[src/design/lazy_sorted_id_table_core_defines.svh]
// ----------------------------------------------------------------------------
// lazy_sorted_id_table_core_defines
// Assertion macros shared by the table core.
// ----------------------------------------------------------------------------
`ifndef LAZY_SORTED_ID_TABLE_CORE_DEFINES_SVH
`define LAZY_SORTED_ID_TABLE_CORE_DEFINES_SVH

`ifndef NO_ASSERTIONS
// same-cycle implication
`define LSIT_ASSERT_IMPL(lbl, ante, cons) \
	lbl: assert property (@(posedge clk) disable iff (!arst_n) (ante) |-> (cons)) \
		else $error("lsit assertion failed");
// next-cycle implication
`define LSIT_ASSERT_NEXT(lbl, ante, cons) \
	lbl: assert property (@(posedge clk) disable iff (!arst_n) (ante) |=> (cons)) \
		else $error("lsit assertion failed");
`else
`define LSIT_ASSERT_IMPL(lbl, ante, cons)
`define LSIT_ASSERT_NEXT(lbl, ante, cons)
`endif

`endif

[src/design/lsit_pkg.sv]
// ----------------------------------------------------------------------------
// lsit_pkg
// Types and codes for the lazy sorted identifier table.
// ----------------------------------------------------------------------------
package lsit_pkg;

	localparam int TABLE_DEPTH_DEF = 64;
	localparam int ID_W            = 32;
	localparam int HND_W           = 16;

	// operation codes
	localparam logic [1:0] OP_ADD    = 2'd0;
	localparam logic [1:0] OP_REMOVE = 2'd1;
	localparam logic [1:0] OP_SEARCH = 2'd2;

	// status codes
	localparam logic [1:0] ST_DONE = 2'd0;
	localparam logic [1:0] ST_FULL = 2'd1;
	localparam logic [1:0] ST_MISS = 2'd2;

	typedef struct packed {
		logic [1:0]       op;
		logic [ID_W-1:0]  key_id;
		logic [HND_W-1:0] handle;
	} req_t;

	typedef struct packed {
		logic             found;
		logic [HND_W-1:0] handle_out;
		logic [1:0]       status;
	} rsp_t;

	// one table entry as stored in the RAM
	typedef struct packed {
		logic [ID_W-1:0]  id;
		logic [HND_W-1:0] hnd;
	} entry_t;

	// engine status toward the top level
	typedef struct packed {
		logic idle;
		logic res_valid;
		rsp_t res;
	} eng_stat_t;

endpackage

[src/design/lsit_ram.sv]
// ----------------------------------------------------------------------------
// lsit_ram
// Generic simple dual-port RAM, one write and one registered read port.
// ----------------------------------------------------------------------------
module lsit_ram #(
	parameter int WIDTH = 8,
	parameter int DEPTH = 16,
	localparam int AW   = (DEPTH > 1) ? $clog2(DEPTH) : 1
) (
	input  logic             clk,
	input  logic             we,
	input  logic [AW-1:0]    waddr,
	input  logic [WIDTH-1:0] wdata,
	input  logic [AW-1:0]    raddr,
	output logic [WIDTH-1:0] rdata
);

	logic [WIDTH-1:0] mem_q [DEPTH];
	logic [WIDTH-1:0] rdata_q;

	always_ff @(posedge clk) begin
		if (we) begin
			mem_q[waddr] <= wdata;
		end
		rdata_q <= mem_q[raddr];
	end

	assign rdata = rdata_q;

endmodule

[src/design/lsit_engine.sv]
// ----------------------------------------------------------------------------
// lsit_engine
// Sequencer for add, remove/shift, lazy insertion sort and binary search,
// built around one id comparator and the table RAM port pair.
// ----------------------------------------------------------------------------
module lsit_engine import lsit_pkg::*; #(
	parameter int TABLE_DEPTH = TABLE_DEPTH_DEF,
	localparam int AW = $clog2(TABLE_DEPTH),
	localparam int CW = $clog2(TABLE_DEPTH + 1)
) (
	input  logic          clk,
	input  logic          arst_n,
	input  logic          start,
	input  req_t          req,
	input  logic          res_take,
	output eng_stat_t     stat,
	output logic          ram_we,
	output logic [AW-1:0] ram_waddr,
	output entry_t        ram_wdata,
	output logic [AW-1:0] ram_raddr,
	input  entry_t        ram_rdata
);

	localparam logic [3:0] S_IDLE   = 4'd0;
	localparam logic [3:0] S_RM_RD  = 4'd1;
	localparam logic [3:0] S_RM_CHK = 4'd2;
	localparam logic [3:0] S_SH_RD  = 4'd3;
	localparam logic [3:0] S_SH_WR  = 4'd4;
	localparam logic [3:0] S_SO_RDK = 4'd5;
	localparam logic [3:0] S_SO_KEY = 4'd6;
	localparam logic [3:0] S_SO_RDP = 4'd7;
	localparam logic [3:0] S_SO_CMP = 4'd8;
	localparam logic [3:0] S_SO_PUT = 4'd9;
	localparam logic [3:0] S_BS_RD  = 4'd10;
	localparam logic [3:0] S_BS_CMP = 4'd11;
	localparam logic [3:0] S_RESP   = 4'd12;

	localparam logic [CW-1:0] FULL_CNT = CW'(TABLE_DEPTH);
	localparam logic [CW-1:0] ONE      = CW'(1);

	logic [3:0]       state_q, state_d;
	logic [CW-1:0]    count_q, count_d;
	logic             unsorted_q, unsorted_d;
	logic [ID_W-1:0]  key_q, key_d;
	logic [HND_W-1:0] hnd_q, hnd_d;
	entry_t           sort_q, sort_d;
	logic [CW-1:0]    idx_q, idx_d;   // i / lo
	logic [CW-1:0]    jdx_q, jdx_d;   // j / hi / k
	logic [AW-1:0]    mid_q, mid_d;
	rsp_t             res_q, res_d;

	// shared comparator: table id against the sort key or the search key
	logic [ID_W-1:0] cmp_b;
	logic            cmp_gt, cmp_lt;
	logic            sorting;
	logic [CW-1:0]   idx_p1, jdx_p1, jdx_m1;
	logic [CW:0]     mid_sum;

	assign sorting = (state_q == S_SO_CMP);
	assign cmp_b   = sorting ? sort_q.id : key_q;
	assign cmp_gt  = ram_rdata.id > cmp_b;
	assign cmp_lt  = ram_rdata.id < cmp_b;

	assign idx_p1  = idx_q + ONE;
	assign jdx_p1  = jdx_q + ONE;
	assign jdx_m1  = jdx_q - ONE;
	assign mid_sum = {1'b0, idx_q} + {1'b0, jdx_q} - {1'b0, ONE};

	always_comb begin
		state_d    = state_q;
		count_d    = count_q;
		unsorted_d = unsorted_q;
		key_d      = key_q;
		hnd_d      = hnd_q;
		sort_d     = sort_q;
		idx_d      = idx_q;
		jdx_d      = jdx_q;
		mid_d      = mid_q;
		res_d      = res_q;
		ram_we     = 1'b0;
		ram_waddr  = count_q[AW-1:0];
		ram_wdata  = '{id: req.key_id, hnd: req.handle};
		ram_raddr  = idx_q[AW-1:0];

		unique case (state_q)
			S_IDLE: begin
				if (start) begin
					key_d = req.key_id;
					hnd_d = req.handle;
					res_d = '{found: 1'b0, handle_out: '0, status: ST_DONE};
					unique case (req.op)
						OP_ADD: begin
							if (count_q == FULL_CNT) begin
								res_d.status = ST_FULL;
							end else begin
								ram_we     = 1'b1;
								count_d    = count_q + ONE;
								unsorted_d = 1'b1;
							end
							state_d = S_RESP;
						end
						OP_REMOVE: begin
							idx_d   = '0;
							state_d = S_RM_RD;
						end
						OP_SEARCH: begin
							if (unsorted_q) begin
								idx_d   = ONE;
								state_d = S_SO_RDK;
							end else begin
								idx_d   = '0;
								jdx_d   = count_q;
								state_d = S_BS_RD;
							end
						end
						default: begin
							state_d = S_RESP;
						end
					endcase
				end
			end
			S_RM_RD: begin
				if (idx_q < count_q) begin
					state_d = S_RM_CHK;
				end else begin
					res_d.status = ST_MISS;
					state_d      = S_RESP;
				end
			end
			S_RM_CHK: begin
				if (ram_rdata.hnd == hnd_q) begin
					jdx_d   = idx_q;
					state_d = S_SH_RD;
				end else begin
					idx_d   = idx_p1;
					state_d = S_RM_RD;
				end
			end
			S_SH_RD: begin
				ram_raddr = jdx_p1[AW-1:0];
				if (jdx_p1 < count_q) begin
					state_d = S_SH_WR;
				end else begin
					count_d     = count_q - ONE;
					res_d.found = 1'b1;
					state_d     = S_RESP;
				end
			end
			S_SH_WR: begin
				ram_we    = 1'b1;
				ram_waddr = jdx_q[AW-1:0];
				ram_wdata = ram_rdata;
				jdx_d     = jdx_p1;
				state_d   = S_SH_RD;
			end
			S_SO_RDK: begin
				if (idx_q < count_q) begin
					state_d = S_SO_KEY;
				end else begin
					unsorted_d = 1'b0;
					idx_d      = '0;
					jdx_d      = count_q;
					state_d    = S_BS_RD;
				end
			end
			S_SO_KEY: begin
				sort_d  = ram_rdata;
				jdx_d   = idx_q;
				state_d = S_SO_RDP;
			end
			S_SO_RDP: begin
				ram_raddr = jdx_m1[AW-1:0];
				state_d   = S_SO_CMP;
			end
			S_SO_CMP: begin
				ram_we    = 1'b1;
				ram_waddr = jdx_q[AW-1:0];
				if (cmp_gt) begin
					// larger neighbor moves up one slot
					ram_wdata = ram_rdata;
					jdx_d     = jdx_m1;
					state_d   = (jdx_q == ONE) ? S_SO_PUT : S_SO_RDP;
				end else begin
					ram_wdata = sort_q;
					idx_d     = idx_p1;
					state_d   = S_SO_RDK;
				end
			end
			S_SO_PUT: begin
				ram_we    = 1'b1;
				ram_waddr = jdx_q[AW-1:0];
				ram_wdata = sort_q;
				idx_d     = idx_p1;
				state_d   = S_SO_RDK;
			end
			S_BS_RD: begin
				ram_raddr = mid_sum[AW:1];
				mid_d     = mid_sum[AW:1];
				if (idx_q < jdx_q) begin
					state_d = S_BS_CMP;
				end else begin
					res_d.status = ST_MISS;
					state_d      = S_RESP;
				end
			end
			S_BS_CMP: begin
				priority if (cmp_lt) begin
					idx_d   = CW'(mid_q) + ONE;
					state_d = S_BS_RD;
				end else if (cmp_gt) begin
					jdx_d   = CW'(mid_q);
					state_d = S_BS_RD;
				end else begin
					res_d.found      = 1'b1;
					res_d.handle_out = ram_rdata.hnd;
					state_d          = S_RESP;
				end
			end
			S_RESP: begin
				if (res_take) begin
					state_d = S_IDLE;
				end
			end
			default: begin
				state_d = S_IDLE;
			end
		endcase
	end

	always_ff @(posedge clk or negedge arst_n) begin
		if (!arst_n) begin
			state_q    <= S_IDLE;
			count_q    <= '0;
			unsorted_q <= 1'b1;
		end else begin
			state_q    <= state_d;
			count_q    <= count_d;
			unsorted_q <= unsorted_d;
		end
	end

	always_ff @(posedge clk) begin
		key_q  <= key_d;
		hnd_q  <= hnd_d;
		sort_q <= sort_d;
		idx_q  <= idx_d;
		jdx_q  <= jdx_d;
		mid_q  <= mid_d;
		res_q  <= res_d;
	end

	assign stat.idle      = (state_q == S_IDLE);
	assign stat.res_valid = (state_q == S_RESP);
	assign stat.res       = res_q;

endmodule

[src/design/lazy_sorted_id_table_core.sv]
// ----------------------------------------------------------------------------
// lazy_sorted_id_table_core
// Identifier/handle table with lazy insertion sort and binary search.
// ----------------------------------------------------------------------------
// One request is worked at a time; req_stall stays high from the accepting
// edge until the engine has handed its result to the output register. All
// work runs through a single table RAM (one write port, one registered read
// port) and one 32-bit id comparator, so the cost in cycles follows the
// number of RAM reads: add writes the new entry at the end of the table;
// remove scans entries up to the match, then shifts each later entry down
// one slot; a search on a sorted table runs a binary search. The first
// search after any add also sorts, at a cost that grows with how far the
// entries must move (worst on reversed data), paid once and then amortized
// over later searches. The result sits in an output register, so the next
// request is taken while the last result is still stalled. Table contents
// need no clearing after reset.
// ----------------------------------------------------------------------------
`include "lazy_sorted_id_table_core_defines.svh"

module lazy_sorted_id_table_core import lsit_pkg::*; #(
	parameter int TABLE_DEPTH = TABLE_DEPTH_DEF
) (
	input  logic clk,
	input  logic arst_n,
	// request channel
	input  logic req_valid,
	output logic req_stall,
	input  req_t req,
	// response channel
	output logic rsp_valid,
	input  logic rsp_stall,
	output rsp_t rsp
);

	localparam int AW = $clog2(TABLE_DEPTH);

	eng_stat_t     eng_st;
	logic          req_xfer;
	logic          res_take;
	logic          ram_we;
	logic [AW-1:0] ram_waddr;
	logic [AW-1:0] ram_raddr;
	entry_t        ram_wdata;
	entry_t        ram_rdata;
	logic          rsp_valid_q;
	rsp_t          rsp_q;

	// request transfer only while the engine sits idle
	assign req_stall = !eng_st.idle;
	assign req_xfer  = req_valid && !req_stall;

	// output slot is free when empty or being drained this cycle
	assign res_take = !rsp_valid_q || !rsp_stall;

	lsit_ram #(
		.WIDTH ($bits(entry_t)),
		.DEPTH (TABLE_DEPTH)
	) u_ram (
		.clk   (clk),
		.we    (ram_we),
		.waddr (ram_waddr),
		.wdata (ram_wdata),
		.raddr (ram_raddr),
		.rdata (ram_rdata)
	);

	lsit_engine #(
		.TABLE_DEPTH (TABLE_DEPTH)
	) u_engine (
		.clk       (clk),
		.arst_n    (arst_n),
		.start     (req_xfer),
		.req       (req),
		.res_take  (res_take),
		.stat      (eng_st),
		.ram_we    (ram_we),
		.ram_waddr (ram_waddr),
		.ram_wdata (ram_wdata),
		.ram_raddr (ram_raddr),
		.ram_rdata (ram_rdata)
	);

	// output register
	always_ff @(posedge clk or negedge arst_n) begin
		if (!arst_n) begin
			rsp_valid_q <= 1'b0;
		end else if (eng_st.res_valid && res_take) begin
			rsp_valid_q <= 1'b1;
		end else if (!rsp_stall) begin
			rsp_valid_q <= 1'b0;
		end
	end

	always_ff @(posedge clk) begin
		if (eng_st.res_valid && res_take) begin
			rsp_q <= eng_st.res;
		end
	end

	assign rsp_valid = rsp_valid_q;
	assign rsp       = rsp_q;

	// an accepted request always leaves the engine busy on the next edge
	`LSIT_ASSERT_NEXT(a_busy_after_req, req_xfer, req_stall)
	// engine never offers a result while idle
	`LSIT_ASSERT_IMPL(a_idle_no_result, eng_st.idle, !eng_st.res_valid)
	// a hit always reports done
	`LSIT_ASSERT_IMPL(a_found_done, rsp_valid_q && rsp_q.found, rsp_q.status == ST_DONE)
	// a nonzero handle only comes with a hit
	`LSIT_ASSERT_IMPL(a_handle_needs_hit, rsp_valid_q && (rsp_q.handle_out != '0),
		rsp_q.found)

endmodule
[config.mk]
export PLATFORM = sky130hd
export DESIGN_NAME = lazy_sorted_id_table_core
export DESIGN_NICKNAME = d
export VERILOG_FILES = /design/src/design/lsit_pkg.sv /design/src/design/lsit_ram.sv /design/src/design/lsit_engine.sv /design/src/design/lazy_sorted_id_table_core.sv
export VERILOG_INCLUDE_DIRS = /design/src /design/src/design
export SDC_FILE = /design/constraint.sdc
export NUM_CORES = 2
export LEC_CHECK = 0
export BUFFER_PORTS_ARGS = -buffer_cell sky130_fd_sc_hd__buf_2
export CORE_ASPECT_RATIO = 0.8
export CORE_MARGIN = 5
export CORE_UTILIZATION = 35
export CTS_BUF_LIST = sky130_fd_sc_hd__clkbuf_4 sky130_fd_sc_hd__clkbuf_8
export DETAILED_ROUTE_END_ITERATION = 8
export GPL_ROUTABILITY_DRIVEN = 0
export HOLD_SLACK_MARGIN = 0.1
export RECOVER_POWER = 50
export REMOVE_ABC_BUFFERS = 1
export SLEW_MARGIN = 20
export SYNTH_ARGS = -nofsm -noshare
export SYNTH_HDL_FRONTEND = slang
export SYNTH_SLANG_ARGS = --single-unit
export TNS_END_PERCENT = 1
[constraint.sdc]
create_clock -name clk -period 10.3 [get_ports clk]
set_input_delay 1.03 -clock clk [delete_from_list [all_inputs] [get_ports clk]]
set_output_delay 1.03 -clock clk [all_outputs]
set_load 0.05 [all_outputs]
==> run_results.csv <==
group,metric,value,unit
outcome,status,"complete, but fails checks",
outcome,violations,"max-capacitance violations, max-slew violations",
synthesis,async_flop_share,0.00395,
power,p_per_area,318,nW/um2
finish,final_area,143000,um2
sta,finalSetupViolCount,0,
global_route,grtUsageTotal,0.214,
routing,ant_nets,0,
global_route,grt_pass1_wl,555,mm
synthesis,synth_area,126000,um2
floorplan,fp.dieH,548,um
clock_network,clkSlewWorstSetupHoldPaths,0.07,ns
clock_network,clockBufferDepth,4,
critical_path,path_max_fanout,52,
routing,vias_per_cell,5.99,
sta,clock_skew,0.0887,ns
finish,layout.nets,6412,
clock_network,postCtsSetupRepairBufs,0,
finish,postLayoutCoreUtil,0.396,
min_path,hp-class,"input pin to flip-flop",
routing,drt_wl_total,412,mm
placement,place_hpwl,211,mm
routing,via_count,68600,
clock_network,cts.sinks,3287,
synthesis,ys_seq_area_frac,0.776,
synthesis,ys_seq_elements,3287,
critical_path,required,10.86,ns
sta,drv_slew,1806,
routing,dr.pass1.iters,6,
synthesis,ys_warn_count,0,
routing,drt_iter0_drc,11700,
clock_network,ctsResizeCount,0,
sta,timing.fmax,0.112,GHz
finish,final_common_cell,"edfxtp_1",
critical_path,critical_path_buf_inv_count,1,
critical_path,cp_data_arrival_time,9.50,ns
floorplan,die_width,682,um
power,p_total,45.4,mW
finish,fillers,31900,
critical_path,critical-path-top-delay-family,"simple AND/OR/NAND/NOR gates",
routing,drcViolationCount,0,
clock_network,htreeDepth,5,
sta,final.min_clock_period,8.94,ns
synthesis,avgSynthCellArea,21.7,um2
finish,mostFrequentLayoutCells,"edfxtp_1 (3226), mux4_2 (744), clkbuf_8 (500)",
routing,routedWlPerCell,36.0,um
critical_path,critical_path_class,"flip-flop to flip-flop",
sta,worst_slew_pin_slew,4.28,ns
finish,seq_area,98200,um2
placement,placed_area,134000,um2
synthesis,synth_cell_type_count,68,
placement,numPortBuffers,74,
critical_path,worstPathCellList,"nor2_1, and3_1, and3_1, nor2_1, nor2_1, nand2_1, nor2_1, clkbuf_1",
synthesis,synth_edf_count,3226,
global_route,grt_pass1_vias,65600,
floorplan,rows,197,
clock_network,clk_latency,1.08,ns
critical_path,crit_top_cell,"nor2_1",
sta,hold_viol_final,0,
floorplan,dieArea,374000,um2
run,maxCapViolations,96,
sta,whs,0.221,ns
synthesis,ys.flop_type,"edfxtp_1",
clock_network,numCtsBuffers,473,
sta,rsz0062_at_grt,"no",
floorplan,coreArea,360000,um2
power,leakagePower,44.8,nW
sta,slew-limit-headroom,-1.85,
clock_network,cts_hold_buf,2,
floorplan,start_util,0.351,
finish,multi_input_area,27000,um2
global_route,antenna_found_initial,24,
global_route,grt-ovfl-total,0,
global_route,grt_max_degree,145,
synthesis,syn-instance-count,5826,
clock_network,cts_tree,"built",
sta,min_period_over_period,0.868,
finish,layout-drive-gt1-share,0.260,
critical_path,startpoint_type,"flip-flop",
critical_path,endpoint_kind,"flip-flop",
clock_network,root_buffer,"clkbuf_8",
critical_path,slowest_stage,"and3_1",
critical_path,cpPeakStageDelay,2.49,ns
power,ir_worst_vdd,0.000399,V
finish,syn_to_final_growth,12.7,%
floorplan,top_level_ports,75,
-- cell type report --
type,instances,share of cell area
Multi-Input combinational cell,2171,0.189
Tap cell,4776,0.0419
Clock buffer,701,0.0588
Clock inverter,156,0.00594
Antenna cell,13,0.000228
Inverter,42,0.00111
Sequential cell,3287,0.688
Timing Repair Buffer,309,0.0144
-- through the flow --
stage	cells	setup TNS, ns	setup WS, ns
2_1_floorplan	5500	-1586.19	-33.06
3_3_place_gp	10600	0	3.51
3_5_place_dp	10600	0	3.40
4_1_cts	11400	0	3.31
5_1_grt	11400	0	1.55
6_report	11500	0	1.36
-- power breakdown --
part | total (mW) | internal (mW) | switching [mW] | leakage (nW)
registers | 18.1 | 17.6 | 0.491 | 29.7
clock network | 10.3 | 5.30 | 4.98 | 4.94
logic | 17.0 | 6.48 | 10.5 | 10.2
total | 45.4 | 29.4 | 16.0 | 44.8
-- flip-flops by register name, indices dropped and copies added (netlist names) --
signal	cells
u_engine.mid_q	6
u_engine.state_q	4
u_engine.idx_q	7
u_engine.count_q	7
u_engine.stat	19
u_engine.key_q	32
rsp_valid	1
u_ram.mem_q	3072
u_engine.sort_q	48
u_ram.rdata	48
rsp	19
u_engine.jdx_q	7
u_engine.hnd_q	16
u_engine.unsorted_q	1
-- synth_stat cells (16+ instances only) --
library cell  number  area share
nand3_1           49      0.0019
a21oi_1          129      0.0051
nand2_1          155      0.0046
a221oi_1          81      0.0056
a22o_1           138      0.0096
nor2_1           115      0.0034
mux2i_1           52      0.0041
and2_1            19     0.00094
a31oi_1           16     0.00079
inv_1             40      0.0012
edfxtp_1        3226        0.77
clkbuf_1         189      0.0056
or3_1             47      0.0023
buf_1             32     0.00095
o22ai_1           48      0.0024
a21o_1            68      0.0040
and3_1            16     0.00079
xnor2_1           32      0.0022
nand2b_1          16     0.00079
dfxtp_1           48      0.0076
buf_6             21      0.0019
o21ai_0           28      0.0011
nor3_1            19     0.00075
mux4_2           744        0.13
buf_2             80      0.0032
a22oi_1          195       0.012
ha_1              72      0.0071
-- cell families after synthesis --
kind of cell,synth area share
AOI/OAI and AO/OA,0.0461
xor gates and xnor gates,0.00291
buffers and inverters,0.0131
muxes,0.137
DFF,0.776
and+or+nand+nor,0.0174
adders and majority gates,0.00744
-- path summary, 6_finish.rpt --
check | start | endpoint | slack (ns) | cells after the start
worst min register to register | u_engine.stat[15]$_SDFFCE_PN0P_ | rsp[15]$_DFFE_PP_ | 0.42 | 0
max in group asynchronous | arst_n | rsp_valid$_DFFE_PN0P_ | 8.66 | 2
worst max register to register | u_engine.state_q[0]$_DFFE_PN0P_ | u_ram.mem_q[25][31]$_DFFE_PP_ | 1.36 | 8
min in group asynchronous | arst_n | u_engine.state_q[0]$_DFFE_PN0P_ | 0.86 | 2
worst max-delay path | u_engine.state_q[0]$_DFFE_PN0P_ | u_ram.mem_q[25][31]$_DFFE_PP_ | 1.36 | 8
worst min-delay path | req[21] | u_engine.key_q[5]$_DFFE_PP_ | 0.22 | 1
-- metal layers --
metal  global-route usage  share of wire  vias up  wire length [um]
met2                0.316           0.44     5012            182000
li1                     -              -    25800                 -
met3               0.0624           0.13      867             54100
met1                0.306           0.39    36900            161000
met4               0.0688          0.037        8             15200
met5                    0        0.00015        -                61
(Power assumes the default switching activity.)
